$ cat config.mk
export PLATFORM = sky130hd
export DESIGN_NAME = sft_front
export DESIGN_NICKNAME = d
export VERILOG_FILES = /design/src/sft_pkg.sv /design/src/sft_front.sv
export SDC_FILE = /design/constraint.sdc
export NUM_CORES = 2
export LEC_CHECK = 0
export BUFFER_PORTS_ARGS = -buffer_cell sky130_fd_sc_hd__buf_2
export CAP_MARGIN = 0
export CELL_PAD_IN_SITES_DETAIL_PLACEMENT = 1
export CELL_PAD_IN_SITES_GLOBAL_PLACEMENT = 2
export CORE_MARGIN = 1
export CORE_UTILIZATION = 44
export CTS_BUF_LIST = sky130_fd_sc_hd__clkbuf_16
export CTS_CLUSTER_DIAMETER = 150
export CTS_CLUSTER_SIZE = 20
export DETAILED_ROUTE_END_ITERATION = 6
export PLACE_DENSITY = 0.94
export SLEW_MARGIN = 20
export SYNTH_ARGS = -nofsm -noshare
export SYNTH_HDL_FRONTEND = slang
export SYNTH_SLANG_ARGS = --single-unit
$ cat constraint.sdc
create_clock -name clk -period 12.1 [get_ports clk]
set_input_delay 1.815 -clock clk [delete_from_list [all_inputs] [get_ports clk]]
set_output_delay 1.815 -clock clk [all_outputs]
set_load 0.005 [all_outputs]
$ cat src/sft_pkg.sv
`timescale 1ns / 1ps
package sft_pkg;

  localparam int Lanes    = 5;
  localparam int NumW     = 32;
  localparam int DenW     = 16;
  localparam int SqW      = 32;
  localparam int RootW    = 16;
  localparam int SqRemW   = 17;
  localparam int SqCells  = SqW / 2;
  localparam int DivCells = NumW;

  localparam int LaneDirX  = 0;
  localparam int LaneDirY  = 1;
  localparam int LaneDirZ  = 2;
  localparam int LaneSideX = 3;
  localparam int LaneSideY = 4;

  typedef struct packed {
    logic                              vld;
    logic [SqW-1:0]                    sqv;
    logic [SqRemW-1:0]                 sqrem;
    logic [RootW-1:0]                  root;
    logic [Lanes-1:0][NumW-1:0]        num;
    logic [Lanes-1:0][DenW-1:0]        rem;
    logic [Lanes-1:0]                  neg;
    logic [DenW-1:0]                   ls;
    logic [23:0]                       mid_x;
    logic [23:0]                       mid_y;
    logic [19:0]                       mid_z;
  } sft_item_t;

endpackage

$ cat src/sft_front.sv
`timescale 1ns / 1ps
module sft_front (
  input  logic                   clk,
  input  logic                   rst,
  input  logic                   en,
  input  logic                   valid,
  input  logic signed [15:0]     start_x,
  input  logic signed [15:0]     start_y,
  input  logic signed [15:0]     start_z,
  input  logic signed [15:0]     end_x,
  input  logic signed [15:0]     end_y,
  input  logic signed [15:0]     end_z,
  input  logic [15:0]            length_scale,
  input  logic [15:0]            width_scale,
  output sft_pkg::sft_item_t     item
);
  import sft_pkg::*;

  // stage 1: deltas and midpoints
  logic               v1;
  logic signed [16:0] dx, dy, dz;
  logic [15:0]        ls1, ws1;
  logic [23:0]        mx1, my1;
  logic [19:0]        mz1;
  logic signed [16:0] sum_x, sum_y, sum_z;
  logic signed [15:0] half_x, half_y, half_z;

  // stage 2: products
  logic               v2;
  logic [31:0]        sqx, sqy, px, py;
  logic signed [16:0] dx2, dy2, dz2;
  logic [15:0]        ls2;
  logic [23:0]        mx2, my2;
  logic [19:0]        mz2;
  logic signed [33:0] sqx_full, sqy_full;
  logic signed [33:0] px_full, py_full;

  logic signed [28:0] nx, ny;
  logic [31:0]        sq_sum;

  always_comb begin
    sum_x  = 17'(start_x) + 17'(end_x);
    sum_y  = 17'(start_y) + 17'(end_y);
    sum_z  = 17'(start_z) + 17'(end_z);
    half_x = 16'((sum_x + 17'(sum_x[16])) >>> 1);
    half_y = 16'((sum_y + 17'(sum_y[16])) >>> 1);
    half_z = 16'((sum_z + 17'(sum_z[16])) >>> 1);
  end

  always_ff @(posedge clk) begin
    if (rst) begin
      v1 <= 1'b0;
      v2 <= 1'b0;
    end else if (en) begin
      v1 <= valid;
      v2 <= v1;
    end
    if (en) begin
      dx  <= 17'(end_x) - 17'(start_x);
      dy  <= 17'(end_y) - 17'(start_y);
      dz  <= 17'(end_z) - 17'(start_z);
      ls1 <= length_scale;
      ws1 <= width_scale;
      mx1 <= {half_x, 8'd0};
      my1 <= {half_y, 8'd0};
      mz1 <= {half_z, 4'd0};
    end
  end

  always_comb begin
    sqx_full = 34'(dx) * 34'(dx);
    sqy_full = 34'(dy) * 34'(dy);
    px_full  = 34'(dy) * $signed({18'd0, ws1});
    py_full  = 34'(dx) * $signed({18'd0, ws1});
  end

  always_ff @(posedge clk) begin
    if (en) begin
      sqx <= sqx_full[31:0];
      sqy <= sqy_full[31:0];
      px  <= 32'd0 - px_full[31:0];
      py  <= py_full[31:0];
      dx2 <= dx;
      dy2 <= dy;
      dz2 <= dz;
      ls2 <= ls1;
      mx2 <= mx1;
      my2 <= my1;
      mz2 <= mz1;
    end
  end

  always_comb begin
    nx     = {dx2, 12'd0};
    ny     = {dy2, 12'd0};
    sq_sum = sqx + sqy;
  end

  always_ff @(posedge clk) begin
    if (rst) begin
      item.vld <= 1'b0;
    end else if (en) begin
      item.vld <= v2;
    end
    if (en) begin
      item.sqv   <= sq_sum;
      item.sqrem <= '0;
      item.root  <= '0;
      item.rem   <= '0;
      item.neg[LaneDirX]  <= nx[28];
      item.neg[LaneDirY]  <= ny[28];
      item.neg[LaneDirZ]  <= dz2[16];
      item.neg[LaneSideX] <= px[31];
      item.neg[LaneSideY] <= py[31];
      item.num[LaneDirX]  <= nx[28] ? 32'd0 - 32'(nx) : 32'(nx);
      item.num[LaneDirY]  <= ny[28] ? 32'd0 - 32'(ny) : 32'(ny);
      item.num[LaneDirZ]  <= dz2[16] ? 32'd0 - 32'(dz2) : 32'(dz2);
      item.num[LaneSideX] <= px[31] ? 32'd0 - px : px;
      item.num[LaneSideY] <= py[31] ? 32'd0 - py : py;
      item.ls    <= ls2;
      item.mid_x <= mx2;
      item.mid_y <= my2;
      item.mid_z <= mz2;
    end
  end

endmodule

==> Word level (Yosys, flattened, before mapping) <==
Cells that the tools add are included.
{ "totals": {"word_cells": 63, "output_inout_bits": 395, "in_bits": 132, "reg_bits": 620} }
{ "op_classes": {"n_addsub": 16, "n_mul": 4, "muxes": 5} }
{ "ops": {"columns": ["cell", "n"], "rows": [
  ["$mul A17 B17 Y32", 4],
  ["$sub A1 B32 Y32 const A", 3],
  ["$mux W31", 2],
  ["$sub A1 B29 Y30 const A", 2],
  ["$mux W28", 2],
  ["$add A16 B16 Y17", 3],
  ["$add A17 B1 Y17", 3],
  ["$sub A16 B16 Y17", 3],
  ["$add A32 B32 Y32", 1],
  ["$sub A1 B17 Y18 const A", 1],
  ["$mux W16", 1]
]} }

==> Depth between registers and ports, before layout <==
{ "logic_depth": {"ltp_word": 2, "depth_mapped": 26, "mapped_depth_nobuf": 25} }

==> Worst setup path after synthesis <==
Ideal clock, no wire load.
{ "synth_path": {"kind": "flip-flop to flip-flop", "from": "register dy[10]", "to": "register sqy[31], data pin", "setup_time_ns": 0.262, "path_buffers": 2, "path_slack_ns": 5.363, "required_time_ns": 11.838, "synth_period_minus_slack_ns": 6.737, "stages_incl_launch_ff": 24, "arrival_ns": 6.476, "path_cell_list": "edfxtp_1 clkbuf_1 clkbuf_1 nand2_1 fa_1 fa_1 fa_1 inv_1 fa_1 fa_1 inv_1 fa_1 inv_1 ha_1 a21o_1 a21o_1 a21o_1 a221o_1 nor3_1 o21ai_0 a311o_1 a2111oi_0 a211oi_1 xnor2_1"} }
{ "synth_between": {"elab_chain_cells": 1} }
{ "synth_rtl": {"columns": ["element", "line_no", "rtl"], "rows": [
  ["start: declaration", "sft_front.sv:21", "logic signed [16:0] dx, dy, dz;"],
  ["start signal: assignment", "sft_front.sv:60", "dy <= 17'(end_y) - 17'(start_y);"],
  ["$mul A17 B17 Y32", "sft_front.sv:72", "sqy_full = 34'(dy) * 34'(dy);"],
  ["net sqy_full[31]", "sft_front.sv:35", "logic signed [33:0] sqx_full, sqy_full;"],
  ["end signal: assignment", "sft_front.sv:80", "sqy <= sqy_full[31:0];"],
  ["end: declaration", "sft_front.sv:30", "logic [31:0] sqx, sqy, px, py;"]
]} }
The timed path passes the listed nets, and every way through them passes these cells.
A chain may end at the register's enable or synchronous reset.

==> Worst setup path in the final report <==
{ "layout_path": {"from": "register ws1[3]", "to": "register py[31], data pin"} }
{ "layout_between": {"elab_chain_cells": 1} }
{ "layout_rtl": {"columns": ["element", "line_no", "rtl"], "rows": [
  ["start: declaration", "sft_front.sv:22", "logic [15:0] ls1, ws1;"],
  ["start signal: assignment", "sft_front.sv:63", "ws1 <= width_scale;"],
  ["$mul A17 B17 Y32", "sft_front.sv:74", "py_full = 34'(dx) * $signed({18'd0, ws1});"],
  ["net py_full[31]", "sft_front.sv:36", "logic signed [33:0] px_full, py_full;"],
  ["end signal: assignment", "sft_front.sv:82", "py <= py_full[31:0];"],
  ["end: declaration", "sft_front.sv:30", null]
]} }
The timed path passes the listed nets, and every way through them passes these cells.

==> metrics.cfg <==
[sta]
worst_slew_pin_slew_ns = 1.13
setup_viol = 0
skew_ns = 0.0335
rsz0062_at_grt = false
slew_headroom = 0.249
finalHoldViolations = 0
setup_ws_ns = 4.84
slew_viol_final = 0
period_share = 0.600
period_minus_slack_ns = 7.26
fmax_ghz = 0.138
setup_tns_ns = 0

[placement]
place_ws_ns = 4.53
io_buffers = 369
gp_congestion = 0.868
dp_hpwl_mm = 135

[synth]
synth_top_cell_by_area = fa_1
synth-edff-count = 589
yosys.area.top_type_share = 0.310
synthTopCellsByArea = fa_1 (31%), edfxtp_1 (26%), ha_1 (9.0%), inv_1 (8.1%), xnor2_1 (4.3%)
syn_inst = 6507
avgSynthCellArea_um2 = 10.4
synth_seq_cells = 592
yosysSeqAreaShare = 0.262
synth_commonest_cells = inv_1 (1460), fa_1 (1048), edfxtp_1 (589)
synth_most_common_cell = inv_1
syn_area_um2 = 67700
yosys_warnings = 0
ys_types = 88
ys_async_sr_fraction = 0
synth_ff_type = edfxtp_1

[floorplan]
die_h_um = 394
die_x_um = 394
row_count = 143
start_util = 0.445
core_area_um2 = 152000
fp.dieArea_um2 = 155000
num_io_pins = 527

[drt]
wire_per_inst_um = 19.5
num_vias = 45000
firstDrtPassIters = 5
ant_nets = 0
routed_via_density = 5.12
drt_iter0_markers = 1933
drc = 0
drt-total-wl_mm = 172

[global_routing]
antenna_found_initial = 8
grt_use_total = 0.225
grt_pass1_vias = 51400
grt_max_degree = 165
overflow = 0
grt_pass1_wl_mm = 277

[worst_setup_path]
critPathArrivalTime_ns = 7.64
crit_required_ns = 12.48
cp_max_fo = 19
reg2reg_slack_ns = 4.84
crit_family = adder cells
cp_cell_sequence = buf_4, nand2_1, inv_1, fa_1, inv_1, fa_1, inv_1, fa_1, fa_1, fa_1, fa_1, ha_1, a21oi_1, o21ai_0, nor2b_1, a2111oi_0, a21oi_1, or3_1, a21oi_1, xnor2_1
crit_slowest_cell = fa_1
end_kind = flop
critPathMaxStageDelay_ns = 0.78
start_kind = flop
crit_top_cell = fa_1
cp.buffers_inverters = 4
path_class = flop to flop

[job]
cap_violations = 0

[clocking]
clk_root_buffer_cell = clkbuf_16
cts_hold_buf = 0
clockBufferDepth = 3
post_cts_buffers = 0
cts_tree = yes
worst_skew_pair.late_latency_ns = 0.65
cts_sinks = 592
ctsResizeCount = 0
cts.clk_slew.worst_paths_ns = 0.09
h-tree-depth = 2
numCtsBuffers = 39

[cells_and_area]
drive_above_1_share = 0.0768
fin_nets = 8414
area_growth_pct = 6.66

[outcome]
status = completed

[worst_hold_path]
hold_path.class = flop to flop

-- layout make-up --
| cell class | count | area [um^2] |
|---|---|---|
| clock inverters | 14 | 148 |
| fillers | 16900 | 80100 |
| multi-input cells | 4231 | 42900 |
| clock buffers | 40 | 1000 |
| inverters | 1461 | 5480 |
| well taps | 2030 | 2540 |
| diodes | 3 | 7.51 |
| flip-flops and latches | 592 | 17700 |
| repair buffers | 424 | 2330 |
-- final timing paths --
| kind | start | endpoint | depth (start not counted) |
|---|---|---|---|
| max | ws1[3] | py[31] | 20 |
| min | ls1[10] | ls2[10] | 0 |
| max reg2reg | ws1[3] | py[31] | 20 |
| min reg2reg | ls1[10] | ls2[10] | 0 |
-- cell usage in the layout, fill, tap and decap left out, types with 7 or more instances in the layout --
cell type	n
a211oi_1	19
nor3_1	62
edfxtp_1	589
fa_1	1048
and3_1	23
o21a_1	23
a2111oi_0	10
a31o_2	13
nand3_1	49
conb_1	160
or2_2	14
nand2b_1	52
inv_1	1466
ha_1	485
or4_1	12
xnor2_1	329
a31oi_1	17
o31ai_1	33
a311oi_1	8
nor2_1	209
nand3b_1	7
nand4_1	11
buf_2	368
xor2_1	66
a21o_1	77
nand2_1	552
o211ai_1	13
a21oi_1	129
o41ai_1	18
buf_4	50
clkbuf_16	40
and2_1	407
a21boi_0	16
o21ai_0	124
nor4b_1	10
o21bai_1	22
nor2b_1	52
nor4_1	16
or3_1	39
-- layer usage --
metal  track usage  routed length, um
met1         0.277              69200
met2         0.410              90300
met3        0.0277               7660
met4        0.0607               4770
met5             0                  0
-- registers in the layout, summed over array words and instances, names as in the netlist, 17 cells and up --
signal	cells
px	32
sqx	31
dz	17
dz2	17
item	220
py	32
dy	17
dx	17
sqy	31
-- kinds of logic after synthesis --
kind of cell,Yosys count,share of synthesized area
multiplexers,7,0.00107
other,1,0.0000554
AND/OR/NAND/NOR,1537,0.114
AO/OA/AOI/OAI,599,0.0600
adder cells (fa/ha/maj),1533,0.400
buffers and inverters,1843,0.112
XOR/XNOR,395,0.0511
flip-flops,592,0.262
-- stage by stage --
step	hold slack [ns]	cells	cell area [um^2]	utilization
after floorplan	0.400	6666	68300	-
after global placement	0.401	8736	71000	0.466
after detailed placement	0.406	8736	71000	0.466
after CTS	0.425	8790	72100	0.474
after global routing	0.430	8794	72200	0.474
final	0.422	8795	72200	0.474
Power is left out: the tool's default activity adds up to more than one toggle a clock period on the data nets, which glitch-free logic cannot reach.
