### config.mk
export PLATFORM = sky130hd
export DESIGN_NAME = sft_sqrt_cell
export DESIGN_NICKNAME = d
export VERILOG_FILES = /design/src/sft_pkg.sv /design/src/sft_sqrt_cell.sv
export SDC_FILE = /design/constraint.sdc
export NUM_CORES = 1
export LEC_CHECK = 0
export BUFFER_PORTS_ARGS = -buffer_cell sky130_fd_sc_hd__buf_2
export CORE_AREA = 2 2 304 306
export DETAILED_ROUTE_END_ITERATION = 8
export DIE_AREA = 0 0 306 308
export PLACE_DENSITY = 0.36
export SYNTH_ARGS = -nofsm -noshare
export SYNTH_HDL_FRONTEND = slang
export SYNTH_SLANG_ARGS = --single-unit
### constraint.sdc
create_clock -name clk -period 19.4 [get_ports clk]
set_clock_uncertainty 0.15 [all_clocks]
set_input_delay 1.94 -clock clk [delete_from_list [all_inputs] [get_ports clk]]
set_output_delay 1.94 -clock clk [all_outputs]
set_load 0.03 [all_outputs]
### src/sft_pkg.sv
`timescale 1ns / 1ps
package sft_pkg;

  localparam int Lanes    = 5;
  localparam int NumW     = 32;
  localparam int DenW     = 16;
  localparam int SqW      = 32;
  localparam int RootW    = 16;
  localparam int SqRemW   = 17;
  localparam int SqCells  = SqW / 2;
  localparam int DivCells = NumW;

  localparam int LaneDirX  = 0;
  localparam int LaneDirY  = 1;
  localparam int LaneDirZ  = 2;
  localparam int LaneSideX = 3;
  localparam int LaneSideY = 4;

  typedef struct packed {
    logic                              vld;
    logic [SqW-1:0]                    sqv;
    logic [SqRemW-1:0]                 sqrem;
    logic [RootW-1:0]                  root;
    logic [Lanes-1:0][NumW-1:0]        num;
    logic [Lanes-1:0][DenW-1:0]        rem;
    logic [Lanes-1:0]                  neg;
    logic [DenW-1:0]                   ls;
    logic [23:0]                       mid_x;
    logic [23:0]                       mid_y;
    logic [19:0]                       mid_z;
  } sft_item_t;

endpackage

### src/sft_sqrt_cell.sv
`timescale 1ns / 1ps
module sft_sqrt_cell (
  input  logic               clk,
  input  logic               rst,
  input  logic               en,
  input  sft_pkg::sft_item_t d,
  output sft_pkg::sft_item_t q
);
  import sft_pkg::*;

  logic [SqRemW+1:0] rem2;
  logic [SqRemW+1:0] trial;
  logic              ge;
  sft_item_t         q_next;

  always_comb begin
    rem2   = {d.sqrem, d.sqv[SqW-1 -: 2]};
    trial  = {1'b0, d.root, 2'b01};
    ge     = (rem2 >= trial);
    q_next = d;
    q_next.sqv   = {d.sqv[SqW-3:0], 2'b00};
    q_next.sqrem = ge ? SqRemW'(rem2 - trial) : SqRemW'(rem2);
    q_next.root  = {d.root[RootW-2:0], ge};
  end

  always_ff @(posedge clk) begin
    if (rst) begin
      q.vld <= 1'b0;
    end else if (en) begin
      q <= q_next;
    end
  end

endmodule

* Yosys cells after proc, flatten, opt, wreduce, memory -nomap -nowiden
Index checks and enable logic that the tools add are counted.
** Storage, ports and cells
- Bits in registers :: 393
- Output and inout port bits :: 395
- Word-level logic and storage cells :: 24
- Bits of input ports :: 398
** Cells by class
- Add/sub/neg operators :: 1
- Order comparisons :: 1
- Bitwise operators :: 1
- Reduce and logical (&&, ||, !) cells :: 1
- Mux-type cells :: 1
** Operator list (count)
- >= comparator 19 x 18 -> 1 bit :: 1
- two-way mux 17 bit :: 1
- subtractor 17 bit :: 1
- AND reduction 2 bit :: 1
- inverter 1 bit :: 1

* Depth between registers and ports, before layout
Gate-level depths: netlist of the first run.
- Depth in word-level cells :: 2
- Depth in mapped cells :: 10
- Depth with buffers taken out :: 8

* Worst setup path after synthesis of the first run
OpenSTA, ideal clock, no wires.
- Path type :: input-to-reg
- Start point :: in rst
- End point :: reg q[0] (netlist name) (enable)
- Arrival :: 19.249 ns
- Library setup time :: 1.208 ns
- Path slack :: -1.208 ns
- Path buffers :: 0
- Cell stages on the path :: 1
- Data required time :: 18.042 ns
- Cell sequence :: nor2b_1
** On the way
- Cells in the longest elaborated chain, start to end :: 2
** RTL lines
- start: declaration :: line sft_sqrt_cell.sv:4 : input logic rst,
- inverter 1 bit (no line)
- AND reduction 2 bit (no line)
- end signal: assignment :: line sft_sqrt_cell.sv:30 : q <= q_next;
- end: declaration :: line sft_sqrt_cell.sv:7 : output sft_pkg::sft_item_t q
Every way passes these cells.
A chain may end at the register's enable or synchronous reset.

* Worst setup path after layout of the first run
- Start point :: in en
- End point :: reg q[77] (netlist name) (enable)
** On the way
- Cells in the longest elaborated chain, start to end :: 1
** RTL lines
- start: declaration :: line sft_sqrt_cell.sv:5 : input logic en,
- AND reduction 2 bit (no line)
Every way passes these cells.

==> flow_summary_export.csv, run 1 <==
group,metric,value,unit
floorplan,die-width,306,um
critical_path,critical_path.max_stage_delay,0.85,ns
critical_path,cp.arrival,5.26,ns
synth,netlist_area,0.0130,sq mm
route,drtIter0Drc,655,
cells_and_area,final.fill_count,9721,
timing,finalWorstSetupSlack,14.21,ns
route,vias_per_cell,3.31,
timing,holdWs,0.367,ns
placed_design,dpl-instance-area,0.0184,sq mm
timing,worst_pin_slew,1.00,ns
critical_path,critical_path_class,"input port to register",
floorplan,die_area,0.0942,sq mm
synth,ys_seq_area_frac,0.909,
synth,ys_warn_count,0,
clock_network,clkSinkCount,393,
clock_network,cts_tree,"done",
critical_path,critPathLaunch,"en",
clock_network,h-tree-depth,2,
power_and_ir_drop,power_switching,0.582,mW
critical_path,r2r_start,"q[394]",
timing,fmax,193,MHz
clock_network,hold_buffers,0,
clock_network,cts_root_buffer,"clkbuf_16",
floorplan,ios,793,
timing,max_slew_margin,0.331,
timing,tns,0,ns
power_and_ir_drop,power.leakage,8.15,nW
cells_and_area,final_nets,1826,
cells_and_area,final-seq-area,0.0118,sq mm
floorplan,initial_core_util,0.143,
cells_and_area,layout.cells.non_filler,2634,
floorplan,die_y,308,um
critical_path,rr_worst_depth,2,
synth,syn_avg_cell_area,22.7,sq um
cells_and_area,area_growth,54.2,%
route,routedWlPerCell,19.1,um
power_and_ir_drop,power_frac_seq,0.461,
critical_path,start_kind,"input port",
synth,synth_cells,571,
clock_network,cts_resized,0,
critical_path,path_cells,"buf_2 > nor2b_4 > buf_4 > buf_4 > buf_4",
route,ant_nets,0,
route,first_pass_iters,4,
timing,rsz0062_at_grt,"no",
critical_path,end_kind,"register",
clock_network,clkLatencyLatePin,0.60,ns
cells_and_area,final_cell_mix,"buf_2, edfxtp_1, clkbuf_16",
clock_network,cts_inserted_buffers,48,
floorplan,fp-row-count,111,
route,wirelength,50200,um
route,via_count,8725,
grt,grt_first_pass_wirelength,66800,um
timing,timing.final.crit_share,0.267,
placed_design,numPortBuffers,790,
worst_hold_path,hp-start,"q[394]",
cells_and_area,drive_gt1_frac,0.606,
timing,drv_slew,0,
grt,antenna_found_initial,22,
timing,fin_crit,5.19,ns
outcome,status,"complete, no violations",
power_and_ir_drop,powerDensity,110,mW/mm^2
placed_design,dp_cells,2546,
worst_hold_path,hp-class,"register to register",
synth,synth.distinct_cells,47,
grt,grt_overflow,0,
placed_design,place_ws,13.58,ns
clock_network,postCtsSetupRepairBufs,0,
critical_path,critPathSlowestCell,"buf_4",
grt,track_usage,0.0996,
cells_and_area,largest_register_ffs,393,
critical_path,path_max_fanout,76,
power_and_ir_drop,power.share.combinational,0.128,
synth,synth_area_leaders,"edfxtp_1, ha_1, inv_1",
cells_and_area,final_common_cell,"buf_2",
synth,synth_top_area_frac,0.907,
critical_path,cp_num_cells,5,
placed_design,post-dp-hpwl,40000,um
cells_and_area,regMostFlops,"q",
critical_path,crit_family,"buffers and inverters",
power_and_ir_drop,p_int,1.63,mW
grt,grt_pass1_vias,9203,
critical_path,crit_buf_inv,4,
cells_and_area,largestRegisters,"q (393)",
grt,grt_max_degree,77,
critical_path,crit_top_cell,"buf_4",
synth,synth-seq-cells,393,
route,remaining_drc_errors,0,
power_and_ir_drop,swShare,0.263,
job,maxCapViolations,0,
clock_network,cts.clk_slew.worst_paths,0.06,ns
worst_hold_path,min_delay_path_depth,2,
synth,synth_top_cell_by_area,"edfxtp_1",
floorplan,core-area,0.0910,sq mm
timing,hold_violations,0,
placed_design,finalWeightedCongestion,0.808,
power_and_ir_drop,clkPwrFrac,0.411,
cells_and_area,multi_input_area,0.00106,sq mm
timing,setup_viol,0,
power_and_ir_drop,peakVddDrop,0.0633,mV
clock_network,cts.path.max_buffers,3,
cells_and_area,final_area,0.0200,sq mm
critical_path,crit_required,19.47,ns
-- synthesized netlist by cell type (all sizes together) --
cell,number
xnor2,5
conb,1
nand4,2
nand2,19
a211o,1
buf,7
o311a,1
nor2,6
dfxtp,1
inv,22
o21bai,3
ha,18
o21ai,16
o31a,1
xor2,7
or2,1
nor3b,1
mux2,3
clkbuf,1
a211oi,2
a31o,1
mux2i,2
a2111oi,1
o2111ai,1
a31oi,3
a21o,5
and3,2
o211ai,2
nand4b,1
and4,1
o2bb2ai,1
nor2b,3
a21oi,13
nand3,8
o31ai,4
nor4,1
a41oi,1
o21a,4
a311o,1
nor3,3
edfxtp,392
nand2b,3
-- tightest hold or removal path, stage by stage (launching register included) --
cell and delay [ns]:
dfxtp_1 0.33, mux2i_1 0.07, nor2_1 0.08
-- worst paths after layout --
| kind | slack, ns | end |
|---|---|---|
| setup reg to reg | 18.66 | q[394] |
| hold / removal | 0.37 | q[394] |
| setup / recovery | 14.21 | q[77] |
| hold reg to reg | 0.37 | q[394] |
-- per-layer routing --
layer | global-route usage | vias up | part of all wire
met5 | 0 | - | 0.0021
met2 | 0.179 | 426 | 0.52
li1 | - | 3947 | -
met4 | 0.0328 | 16 | 0.024
met1 | 0.101 | 4252 | 0.35
met3 | 0.0469 | 84 | 0.10
-- area by class of cell --
class | instances | share of cell area
clock inverters | 30 | 0.0178
inverters | 22 | 0.00413
repair buffers | 796 | 0.200
clock buffers | 52 | 0.0608
flip-flops and latches | 393 | 0.589
well taps | 1186 | 0.0742
multi-input cells | 149 | 0.0531
diodes | 6 | 0.000750
-- through the flow --
| stage | power [mW] | util |
|---|---|---|
| floorplan | 1.21 | - |
| global placement | 1.32 | 0.202 |
| detailed placement | 1.32 | 0.202 |
| CTS | 2.26 | 0.220 |
| global route | 2.30 | 0.220 |
| finish | 2.21 | 0.220 |
-- power groups by stage --
stage / Combinational (mW) / Clock, mW / Sequential, mW
floorplan: 0.0431 / 0 / 1.16
global placement: 0.288 / 0 / 1.04
detailed placement: 0.288 / 0 / 1.04
CTS: 0.289 / 0.950 / 1.02
global route: 0.299 / 0.978 / 1.02
finish: 0.282 / 0.909 / 1.02
-- cells by family (layout without fill, tap and decap cells) --
logic type,Yosys count,in the layout,share of synthesized area
AOI/OAI and AO/OA,61,61,0.0313
xor gates and xnor gates,12,12,0.00810
adders and majority gates,18,18,0.0174
buffers and inverters,30,900,0.0100
DFF,393,393,0.909
muxes,5,5,0.00473
other,1,8,0.000289
and+or+nand+nor,51,51,0.0192
(Power assumes the default switching activity.)
==> run 2, diff against run 1 <==
Settings changed: ABC_AREA set to 1, CORE_AREA 2 2 304 306 to 2 2 309 311, DIE_AREA 0 0 306 308 to 0 0 311 313, PLACE_DENSITY 0.36 to 0.35.
Clock period 19.4 ns to 5.4 ns, I/O delays scaled along.
==> run 2 against run 1 <==
  * Die area grew 3.3%
  * Sequential cell count is the same
  * Clock power grew to 3.5 times the previous value
  * Combinational power grew to 4.6 times the previous value
  * Wire length grew 14%
  * Sequential share of layout area shrank 10 points
  * First-iteration DRC count shrank 4.3%
  * Largest power group unchanged
==> flow_summary_export.csv, run 2 <==
group,metric,value,unit
timing,max_slew_margin,0.446,
cells_and_area,final_cell_mix,"buf_2, edfxtp_1, dlygate4sd3_1",
cells_and_area,final_nets,2329,
cells_and_area,final_area,0.0242,sq mm
timing,fin_crit,2.80,ns
grt,track_usage,0.113,
route,drtIter0Drc,627,
synth,ys_warn_count,0,
clock_network,h-tree-depth,2,
power_and_ir_drop,peakVddDrop,0.218,mV
floorplan,die_y,313,um
clock_network,cts.path.max_buffers,3,
grt,grt_pass1_vias,11459,
critical_path,path_max_fanout,18,
clock_network,clkSinkCount,393,
cells_and_area,largestRegisters,"q (393)",
floorplan,fp-row-count,113,
synth,synth_ff_type,"edfxtp_1",
grt,antenna_found_initial,16,
grt,grt_first_pass_wirelength,80000,um
timing,drv_slew,0,
cells_and_area,area_growth,81.3,%
grt,grt_max_degree,123,
synth,synth.most_common_cell,"edfxtp_1",
cells_and_area,largest_register_ffs,393,
critical_path,start_kind,"input port",
placed_design,numPortBuffers,790,
worst_hold_path,hp-class,"input port to register",
clock_network,cts.clk_slew.worst_paths,0.06,ns
critical_path,end_kind,"register",
clock_network,cts_inserted_buffers,49,
synth,synth_top_area_frac,0.881,
cells_and_area,final.fill_count,9955,
cells_and_area,regMostFlops,"q",
clock_network,cts_tree,"done",
power_and_ir_drop,powerDensity,338,mW/mm^2
synth,synth_cells,699,
floorplan,ios,793,
synth,synth_top_cell_by_area,"edfxtp_1",
route,ant_nets,0,
cells_and_area,drive_gt1_frac,0.462,
timing,hold_violations,0,
route,first_pass_iters,7,
clock_network,clkLatencyLatePin,0.59,ns
synth,async_flop_share,0,
critical_path,cp.arrival,2.99,ns
route,routedWlPerCell,17.9,um
synth,synth_area_leaders,"edfxtp_1, nand2_1, inv_1",
timing,rsz0062_at_grt,"no",
critical_path,critical_path_class,"input port to register",
route,via_count,10633,
floorplan,core-area,0.0942,sq mm
synth,synth.distinct_cells,27,
power_and_ir_drop,power.leakage,10.2,nW
clock_network,postCtsSetupRepairBufs,0,
placed_design,finalWeightedCongestion,0.794,
clock_network,cts_resized,0,
floorplan,die-width,311,um
outcome,status,"complete, no violations",
timing,fmax,358,MHz
clock_network,cts_root_buffer,"clkbuf_16",
synth,ys_seq_area_frac,0.883,
route,wirelength,57500,um
route,vias_per_cell,3.30,
floorplan,die_area,0.0973,sq mm
synth,synth-edff-count,392,
placed_design,post-dp-hpwl,44200,um
synth,synth_commonest_cells,"edfxtp_1, nand2_1, inv_1, nand3_1, nand2_2",
synth,synth-seq-cells,393,
timing,timing.final.crit_share,0.518,
clock_network,hold_buffers,373,
cells_and_area,final_common_cell,"buf_2",
critical_path,crit_required,5.59,ns
timing,worst_pin_slew,0.830,ns
timing,tns,0,ns
placed_design,dpl-instance-area,0.0189,sq mm
synth,netlist_area,0.0134,sq mm
job,maxCapViolations,0,
power_and_ir_drop,power.total,8.18,mW
grt,grt_overflow,0,
timing,setup_viol,0,
synth,syn_avg_cell_area,19.1,sq um
route,remaining_drc_errors,0,
floorplan,initial_core_util,0.142,
## run 2: changes by cell type after synthesis, sizes merged, moves of 5 or more
cell / before / now
nand3: 8 / 32
inv: 22 / 68
nand2: 19 / 138
nor2: 6 / 13
a21o: 5 / 0
o21ai: 16 / 0
## run 2: worst paths after layout
path              depth (start not counted)  slack [ns]  startpoint      to
hold / removal                            1        0.03       d[33]   q[33]
setup reg to reg                          3        4.18      q[394]  q[394]
hold reg to reg                           3        0.85      q[394]  q[394]
setup / recovery                         12        2.60      d[332]  q[359]
## run 2: area by class of cell
cell class | instances | area (sq um) | share of cell area
Sequential cell | 393 | 11800 | 0.487
Tap cell | 1265 | 1580 | 0.0653
Timing Repair Buffer | 1168 | 7760 | 0.320
Clock buffer | 58 | 1260 | 0.0520
Clock inverter | 29 | 278 | 0.0115
Multi-Input combinational cell | 233 | 1270 | 0.0524
Antenna cell | 5 | 12.5 | 0.000517
Inverter | 68 | 268 | 0.0111
## run 2: metrics by stage
stage           util  instances  setup slack (ns)  hold slack [ns]
4_1_cts        0.257       3214              2.55          0.00761
6_report       0.257       3219              2.60           0.0331
2_1_floorplan      -        700             -1.51            0.429
5_1_grt        0.257       3216              2.42          0.00105
3_5_place_dp   0.201       2754              2.48            0.296
3_3_place_gp   0.201       2754              2.49            0.296
## run 2: kinds of logic after synthesis
| logic type | count (synthesis) | share of synthesized area |
|---|---|---|
| AO/OA/AOI/OAI | 14 | 0.00599 |
| flip-flops | 393 | 0.883 |
| adder cells (fa/ha/maj) | 18 | 0.0169 |
| buffers and inverters | 74 | 0.0232 |
| AND/OR/NAND/NOR | 192 | 0.0664 |
| other | 1 | 0.000281 |
| XOR/XNOR | 7 | 0.00459 |
## run 2: where the power goes
part           switching (mW)  internal, mW
Clock                    1.33          1.90
Sequential             0.0583          3.60
Combinational           0.821         0.474
Total                    2.21          5.97
## run 2: layer usage
layer	track usage	routed length (um)
met3	0.0404	4430
met4	0.0365	1650
met1	0.124	21600
met5	0	95
met2	0.203	29700
## run 2: critical path, stage by stage
cell and delay [ns]:
dlygate4sd3_1 0.54, buf_2 0.12, inv_1 0.06, ha_1 0.38, nand2_1 0.15, nor2_1 0.09
nand3b_1 0.10, o21bai_2 0.08, nor2_4 0.46, nand2_8 0.24, nand2_1 0.14, nand2_1 0.06
