<file path="src/sft_pkg.sv">
`timescale 1ns / 1ps
package sft_pkg;

  localparam int Lanes    = 5;
  localparam int NumW     = 32;
  localparam int DenW     = 16;
  localparam int SqW      = 32;
  localparam int RootW    = 16;
  localparam int SqRemW   = 17;
  localparam int SqCells  = SqW / 2;
  localparam int DivCells = NumW;

  localparam int LaneDirX  = 0;
  localparam int LaneDirY  = 1;
  localparam int LaneDirZ  = 2;
  localparam int LaneSideX = 3;
  localparam int LaneSideY = 4;

  typedef struct packed {
    logic                              vld;
    logic [SqW-1:0]                    sqv;
    logic [SqRemW-1:0]                 sqrem;
    logic [RootW-1:0]                  root;
    logic [Lanes-1:0][NumW-1:0]        num;
    logic [Lanes-1:0][DenW-1:0]        rem;
    logic [Lanes-1:0]                  neg;
    logic [DenW-1:0]                   ls;
    logic [23:0]                       mid_x;
    logic [23:0]                       mid_y;
    logic [19:0]                       mid_z;
  } sft_item_t;

endpackage

</file>
<file path="src/sft_div_cell.sv">
`timescale 1ns / 1ps
module sft_div_cell (
  input  logic               clk,
  input  logic               rst,
  input  logic               en,
  input  sft_pkg::sft_item_t d,
  output sft_pkg::sft_item_t q
);
  import sft_pkg::*;

  logic [DenW:0] rem2;
  logic [DenW:0] den;
  logic          ge;
  sft_item_t     q_next;

  always_comb begin
    q_next = d;
    rem2 = '0;
    den  = '0;
    ge   = 1'b0;
    for (int i = 0; i < Lanes; i++) begin
      den  = (i >= LaneSideX) ? {1'b0, d.root} : {1'b0, d.ls};
      rem2 = {d.rem[i], d.num[i][NumW-1]};
      ge   = (rem2 >= den);
      q_next.rem[i] = ge ? DenW'(rem2 - den) : DenW'(rem2);
      q_next.num[i] = {d.num[i][NumW-2:0], ge};
    end
  end

  always_ff @(posedge clk) begin
    if (rst) begin
      q.vld <= 1'b0;
    end else if (en) begin
      q <= q_next;
    end
  end

endmodule

</file>
<file path="config.mk">
export PLATFORM = sky130hd
export DESIGN_NAME = sft_div_cell
export DESIGN_NICKNAME = d
export VERILOG_FILES = /design/src/sft_pkg.sv /design/src/sft_div_cell.sv
export SDC_FILE = /design/constraint.sdc
export NUM_CORES = 1
export LEC_CHECK = 0
export ABC_AREA = 1
export ABC_CLOCK_PERIOD_IN_PS = 21600
export BUFFER_PORTS_ARGS = -buffer_cell sky130_fd_sc_hd__buf_2
export CAP_MARGIN = 20
export CORE_AREA = 2 2 308 310
export CTS_BUF_LIST = sky130_fd_sc_hd__clkbuf_4 sky130_fd_sc_hd__clkbuf_8 sky130_fd_sc_hd__clkbuf_16
export CTS_CLUSTER_DIAMETER = 80
export CTS_CLUSTER_SIZE = 30
export DETAILED_ROUTE_END_ITERATION = 8
export DIE_AREA = 0 0 310 312
export PLACE_DENSITY = 0.38
export SETUP_SLACK_MARGIN = 0.02
export SLEW_MARGIN = 20
export SYNTH_ARGS = -nofsm -noshare
export SYNTH_HDL_FRONTEND = slang
export SYNTH_SLANG_ARGS = --single-unit
</file>
<file path="constraint.sdc">
create_clock -name clk -period 21.6 [get_ports clk]
set_clock_uncertainty 0.15 [all_clocks]
set_input_delay 2.16 -clock clk [delete_from_list [all_inputs] [get_ports clk]]
set_output_delay 2.16 -clock clk [all_outputs]
set_load 0.005 [all_outputs]
</file>
# After elaboration in Yosys (flattened, before gate mapping)
# Cells that the tools add are included.
dict set report op_classes {
  n_addsub 5
  multipliers 0
  n_div 0
  n_lt_le_gt_ge 5
  eq_ne 0
  n_shift 0
  mux 5
  bitwise_logic 1
  reduce_logical 1
}
# op n
set ops {}
lappend ops {{greater-or-equal comparator 17 x 16 -> 1 bit} 5}
lappend ops {{2-to-1 mux 16 bit} 5}
lappend ops {{subtractor 16 bit} 5}
lappend ops {{AND reduction 2 bit} 1}
lappend ops {{inverter 1 bit} 1}
dict set report totals {
  regBits 395
  latch_bits 0
  mem_bits_rw 0
  rom_bits 0
  output_inout_bits 395
  elab_cells 36
  n_memories 0
}

# Logic depth before layout (Yosys ltp)
# Gate-level depths: netlist of the first run.
dict set report depth {
  word_depth 2
  ltp_mapped 14
  ltp_nobuf 13
}

# Least setup slack after synthesis of the first run
# Ideal clock, no wire load.
dict set report synth_timing {
  path_type {in2reg}
  startpoint {input port en}
  endpoint {register q[0] (netlist name), enable pin}
  setup_time_ns 1.172
  arrival_ns 18.724
  slack_ns 1.554
  stages 2
  n_path_buf 0
  cell_sequence {inv_1 > nor2_1}
}
dict set report synth_via {
  elab_chain_cells 1
}
# element line
set synth_rtl {}
lappend synth_rtl {{from (decl)} sft_div_cell.sv:5} ;# input logic en,
lappend synth_rtl {{AND reduction 2 bit (no source line)} -}
lappend synth_rtl {{to (signal assigned)} sft_div_cell.sv:34} ;# q <= q_next;
lappend synth_rtl {{to (decl)} sft_div_cell.sv:7} ;# output sft_pkg::sft_item_t q
# No other way between the ends.
# A chain may end at the register's enable or synchronous reset.

# Worst setup path after layout of the first run
dict set report layout_timing {
  startpoint {input port en}
  endpoint {register q[64] (netlist name), enable pin}
}
# The elaborated chain is that of the path after synthesis.

==> flow_summary.toml, run 1 <==
[cells_and_area]
reg.largest.list = "q (395)"
stdcell_area_um2 = 25210
syn2layout_area_growth_pct = 36.77
regMostFlops = "q"
final_nets = 3030
drive_gt1_share_pct = 35.57
largest_reg_flops = 395

[cts]
insertion_delay_ns = 0.60
cts.sinks = 395
post_cts_resized = 0
cts_hold_buf = 0
cts_tree = "yes"
post_cts_buffers = 0
cts_buffers = 36
clock-root-buffer = "clkbuf_16"
htreeDepth = 2
path_clk_slew_ns = 0.09
cts_max_path_buffers = 3

[setup_path]
critPathMaxStageDelay_ns = 0.84
crit_path_end_kind = "register"
crit_top_cell = "buf_4"
worstPathArrival_ns = 6.04
startpoint_type = "primary input"
rrSetupSlack_ns = 20.88
cp_slowest_cell = "buf_4"
critPathKind = "in2reg"
required_ns = 21.68
path_max_fanout = 71
path_cells = "buf_2 -> inv_1 -> nor2_4 -> buf_4 -> buf_4 -> buf_4 -> buf_4"

[global_route]
grt_pass1_wl_mm = 112.1
grt_max_degree = 72
grt_use_total_pct = 16.50
antenna_found_initial = 41
gr-total-overflow = 0
grt_pass1_vias = 15280

[sta]
worstMarginPinSlew_ns = 0.9554
timing.final.crit_share_pct = 27.61
relSlewSlack_pct = 36.31
period_needed_ns = 5.963
hold_viol = 0
rsz0062_at_grt = "false"
fmax_mhz = 167.7
setup_viol = 0
maxSlewViolCount = 0
tns_ns = 0

[outcome]
status = "finished, final reports clean"

[placed_design]
dpl.hpwl_mm = 69.52
portBuffers = 792
gp_congestion = 0.8640
post_dp_cell_area_um2 = 23880

[drt]
ant_nets = 0
vias = 15210
drt_iter0_drc = 924
route.detailed.drc = 0
viasPerCell = 3.959
drt_wl_total_mm = 83.38
wire_per_inst_um = 21.70
firstDrtPassIters = 5

[floorplan]
start_util_pct = 19.81
dieHeight_um = 312
core_um2 = 93050
placementRows = 112
ioPinCount = 793
die_w_um = 310
fp.dieArea_um2 = 96720

[synthesis]
synth-seq-area-share_pct = 64.29
yosys.area.top_type = "edfxtp_1"
syn_area_per_cell_um2 = 10.67
synth_fp_nets = 2210
syn_inst = 1727
synth_area_um2 = 18440
synth_cell_types = 38
synth_top_area_share_pct = 64.18
yosys_warnings = 0
synth-seq-cells = 395
synth-edff-count = 394
synth_area_leaders = "edfxtp_1, nand2_1, ha_1"
synthFlopType = "edfxtp_1"
ys_async_sr_fraction_pct = 0

[power]
power.density_nw_per_um2 = 78.54
ir_drop_mv = 0.05464
comb_power_share_pct = 17.1
power_switching_share_pct = 29.56
clkPwrFrac_pct = 36.0
leakagePower_nw = 11.99
power_switching_mw = 0.5854
cell_internal_pwr_mw = 1.395
p_seq_share_pct = 46.9

[min_path]
hold_class = "reg2reg"

[job]
maxCapViolCount = 0
==> final timing paths <==
kind,start,to,cells past startpoint
max,en,q[64],7
min,q[394],q[394],2
max reg2reg,q[394],q[394],2
min reg2reg,q[394],q[394],2
==> cell usage after synthesis, types with 2 or more instances <==
cell,n
nor3_2,3
o21ai_0,4
buf_4,2
nand3_1,111
inv_2,9
buf_6,5
a21oi_1,45
nand4_1,20
o21a_1,3
nand3_2,7
nand2_1,611
fa_1,5
nand3b_1,14
nor2_2,6
nor3_1,14
nor2_1,54
nand2_4,4
o21bai_1,5
xnor2_1,6
buf_2,7
or2_2,2
inv_1,263
edfxtp_1,394
ha_1,80
nor2_4,2
and2_1,3
xor2_1,24
nand2_2,14
==> cell usage in the layout (no fill, tap or decap), types with 2 or more instances in the layout <==
master     netlist  layout
inv_1          263     263
clkinv_2         0       3
nand3b_1        14      14
or2_2            2       2
nand4_1         20      20
and2_1           3       3
fa_1             5       5
nor2_2           6       6
buf_2            7     792
o21a_1           3       3
inv_2            9       9
nand3_2          7       7
xor2_1          24      24
edfxtp_1       394     394
clkbuf_16        0      37
nor2_4           2       3
nand2_4          4       4
clkbuf_4         0       5
nor3_1          14      14
ha_1            80      80
o21bai_1         5       5
buf_4            2       6
clkinv_8         0       8
a21oi_1         45      45
clkinv_4         0       3
nand2_2         14      14
inv_6            0       3
nand2_1        611     611
xnor2_1          6       6
diode_2          0      13
inv_12           0       3
o21ai_0          4       4
nand3_1        111     111
nor3_2           3       3
nor2_1          54      53
==> metal layers <==
layer | GRT usage [%] | part of all wire (%)
met4 | 6.434 | 4.3
met5 | 0 | 0.28
met1 | 16.62 | 35
met3 | 7.635 | 11
met2 | 29.34 | 50
==> area by class of cell <==
| type | instances | area (µm²) |
|---|---|---|
| timing repair buffer | 798 | 4009 |
| tap | 1254 | 1569 |
| fill | 10050 | 67840 |
| multi-input combinational | 1044 | 5429 |
| clock buffer | 42 | 963.4 |
| clock inverter | 24 | 337.8 |
| sequential | 395 | 11850 |
| antenna | 13 | 32.53 |
| inverter | 272 | 1021 |
==> power by group through the flow <==
stage / clock [mW] / combinational (mW) / sequential (mW)
floorplan: 0 / 0.158 / 0.972
global placement: 0 / 0.347 / 0.946
detailed placement: 0 / 0.347 / 0.946
CTS: 0.744 / 0.348 / 0.930
global route: 0.767 / 0.380 / 0.935
finish: 0.712 / 0.339 / 0.929
==> worst max-delay path: cells and delay by family <==
| family | cells | cell delay, ns |
|---|---|---|
| buffers and inverters | 6 | 3.42 |
| and+or+nand+nor | 1 | 0.28 |
==> through the flow <==
stage | util [%] | instances | power [mW] | hold WS, ns | worst slack, ns
6_report | 27.10 | 3842 | 1.980 | 0.3247 | 15.64
5_1_grt | 27.07 | 3834 | 2.082 | 0.3772 | 15.35
4_1_cts | 27.06 | 3829 | 2.022 | 0.3276 | 15.65
3_5_place_dp | 25.66 | 3763 | 1.293 | 0.3146 | 14.93
3_3_place_gp | 25.66 | 3763 | 1.293 | 0.3122 | 15.11
2_1_floorplan | - | 1727 | 1.130 | 0.2991 | 1.554
==> cell families (layout without fill, tap and decap cells) <==
group,Yosys count,in the layout,share of synthesized area [%]
flops,395,395,64.29
other cells,0,13,0
fa+ha+maj,85,85,5.973
simple gates,872,872,20.35
buf+inv,288,1136,6.305
compound gates,57,57,1.656
xor+xnor,30,30,1.425
(Power assumes the default switching activity.)
==> run 2, diff against run 1 <==
Settings changed: ABC_AREA 1 to 0, ABC_CLOCK_PERIOD_IN_PS 21600 to 5800, CORE_AREA 2 2 308 310 to 2 2 311 313, DIE_AREA 0 0 310 312 to 0 0 313 315, PLACE_DENSITY 0.38 to 0.35.
Clock period 21.6 ns to 5.8 ns, I/O delays scaled along.
==> run 2 against run 1 <==
Against the previous run: die area is 1.9% higher; critical path type unchanged; first-iteration DRC count fell by 9.8%; sequential share of layout area decreased by 2.5 points; final cell count shrank 8.9%; via count shrank 12%; core utilization is 0.74 points higher.
==> flow_summary.toml, run 2 <==
[setup_path]
cp-endpoint = "q[115]"
critPathKind = "in2reg"
rrSetupSlack_ns = 5.07
worstPathArrival_ns = 4.00
worstReg2RegStart = "q[394]"
r2r_cells = 2
crit_path_end_kind = "register"
startpoint_type = "primary input"
path_max_fanout = 28
cp-startpoint = "d[74]"
timing.rr.end = "q[394]"
required_ns = 5.97

[cts]
cts_buffers = 36
cts_tree = "yes"
htreeDepth = 2
path_clk_slew_ns = 0.10
clock-root-buffer = "clkbuf_16"
cts.sinks = 395
insertion_delay_ns = 0.59
cts_max_path_buffers = 3
post_cts_buffers = 0

[placed_design]
dpl.hpwl_mm = 57.27
place_inst = 3127
dp_slack_ns = 1.881
portBuffers = 792
gp_congestion = 0.8331

[drt]
route.detailed.drc = 0
vias = 13440
ant_nets = 0
viasPerCell = 3.841
drt_iter0_drc = 833
wire_per_inst_um = 20.23
firstDrtPassIters = 5
drt_wl_total_mm = 70.77

[floorplan]
core_um2 = 95710
dieHeight_um = 315
start_util_pct = 17.45
die_w_um = 313
ioPinCount = 793
fp.dieArea_um2 = 98600
placementRows = 114

[synthesis]
synth-seq-cells = 395
synth_cell_types = 72
yosysMostFrequentCell = "edfxtp_1"
yosys_warnings = 0
synth_common_cells = "edfxtp_1, ha_1, inv_1, nor2_1"
synth_top_area_share_pct = 70.83
synth-edff-count = 394
synth-seq-area-share_pct = 70.95
synth_area_leaders = "edfxtp_1, ha_1, xnor2_1"
synth_area_um2 = 16700
syn_area_per_cell_um2 = 15.74
yosys.area.top_type = "edfxtp_1"
synthFlopType = "edfxtp_1"
syn_inst = 1061
ys_async_sr_fraction_pct = 0
synth_fp_nets = 1544

[power]
power.density_nw_per_um2 = 281.6
power_switching_mw = 2.107
leakagePower_nw = 11.05
p_seq_share_pct = 46.2
comb_power_share_pct = 17.5
ir_drop_mv = 0.2170
clkPwrFrac_pct = 36.3
power_switching_share_pct = 28.08
cell_internal_pwr_mw = 5.397

[global_route]
grt_pass1_vias = 14010
gr-total-overflow = 0
grt_use_total_pct = 13.66
antenna_found_initial = 19
grt_pass1_wl_mm = 97.60
grt_max_degree = 145

[cells_and_area]
drive_gt1_share_pct = 41.59
ff_latch_area_um2 = 11850
fin_util_pct = 27.84
final_cell_mix = "buf_2, edfxtp_1, dlygate4sd3_1"
fin_cells = 3499
regMostFlops = "q"
largest_reg_flops = 395
syn2layout_area_growth_pct = 59.50
reg.largest.list = "q (395)"
multiInputGateArea_um2 = 4567
final_nets = 2669
layout_commonest_cell = "buf_2"
nFillCells = 9947

[outcome]
status = "finished, final reports clean"

[sta]
timing.final.crit_share_pct = 65.94
relSlewSlack_pct = 37.40
rsz0062_at_grt = "false"
period_needed_ns = 3.825
fmax_mhz = 261.5
timing.final.ws_setup_ns = 1.975
setup_viol = 0
hold_viol = 0
worstMarginPinSlew_ns = 0.9390
maxSlewViolCount = 0

[job]
maxCapViolCount = 0

[min_path]
hold_class = "in2reg"
run 2: cell types whose count changed after synthesis, moves of 17 or more:
cell,before,now
xnor2_1,6,31
o21a_1,3,20
nand2_1,611,52
inv_1,263,55
o21ai_0,4,52
nand3_1,111,7
a21o_1,0,24
mux2_2,0,18
run 2: timing repair:
action	CTS	global route
hold endpoints to repair	297	0
hold buffers	297	0
gates resized for setup	0	0
run 2: area by class of cell:
| type | instances | share of cell area (%) |
|---|---|---|
| flip-flops and latches | 395 | 44.48 |
| multi-input cells | 598 | 17.14 |
| repair buffers | 1099 | 26.46 |
| well taps | 1276 | 5.992 |
| clock buffers | 39 | 3.555 |
| inverters | 56 | 0.7889 |
| diodes | 11 | 0.1033 |
| clock inverters | 25 | 1.484 |
run 2: worst min-delay path by stage:
stage | start | endpoint | slack [ns] | depth (start not counted)
after floorplan | q[394] | q[394] | 0.33 | 2
after global placement | q[394] | q[394] | 0.33 | 2
after detailed placement | q[394] | q[394] | 0.33 | 2
after CTS | d[251] | q[252] | 0.003 | 1
after global routing | d[251] | q[252] | 0.02 | 1
final | d[77] | q[77] | 0.07 | 1
run 2: logic make-up after synthesis:
kind of cell               Yosys count  synth area share [%]
adders and majority gates           85                 6.591
muxes                               47                 3.430
buffers and inverters               68                 1.760
AOI/OAI and AO/OA                  228                 9.220
DFF                                395                 70.95
xor gates and xnor gates            50                 2.622
and+or+nand+nor                    188                 5.430
run 2: stage by stage:
stage | cell area, µm² | power [mW] | hold WS, ns | TNS (ns)
6_report | 26640 | 7.504 | 0.06766 | 0
3_5_place_dp | 22300 | 4.698 | 0.3338 | 0
2_1_floorplan | 16710 | 4.102 | 0.3350 | -492.12
4_1_cts | 26620 | 7.660 | 0.003422 | 0
3_3_place_gp | 22300 | 4.701 | 0.3304 | 0
5_1_grt | 26620 | 7.870 | 0.01866 | 0
run 2: critical path, stage by stage:
cell and delay (ns):
dlygate4sd3_1 0.53, buf_2 0.12, inv_1 0.27, ha_1 0.34
a21o_1 0.20, a21oi_1 0.15, o21bai_1 0.14, a211oi_1 0.22
a21boi_2 0.23, a22o_1 0.78, inv_2 0.08, mux2_1 0.34
run 2: layer usage:
metal / routed length (µm) / vias to the layer above / track usage, %
li1: - / 6337 / -
met4: 1702 / 12 / 4.502
met5: 78 / - / 0
met2: 34840 / 466 / 23.28
met1: 28760 / 6539 / 16.19
met3: 5395 / 85 / 4.480
run 2: power by group through the flow:
stage          Sequential, mW  Combinational (mW)  Clock, mW
2_1_floorplan            3.57               0.529          0
3_3_place_gp             3.54                1.17          0
3_5_place_dp             3.53                1.16          0
4_1_cts                  3.47                1.34       2.85
5_1_grt                  3.49                1.45       2.93
6_report                 3.47                1.32       2.72
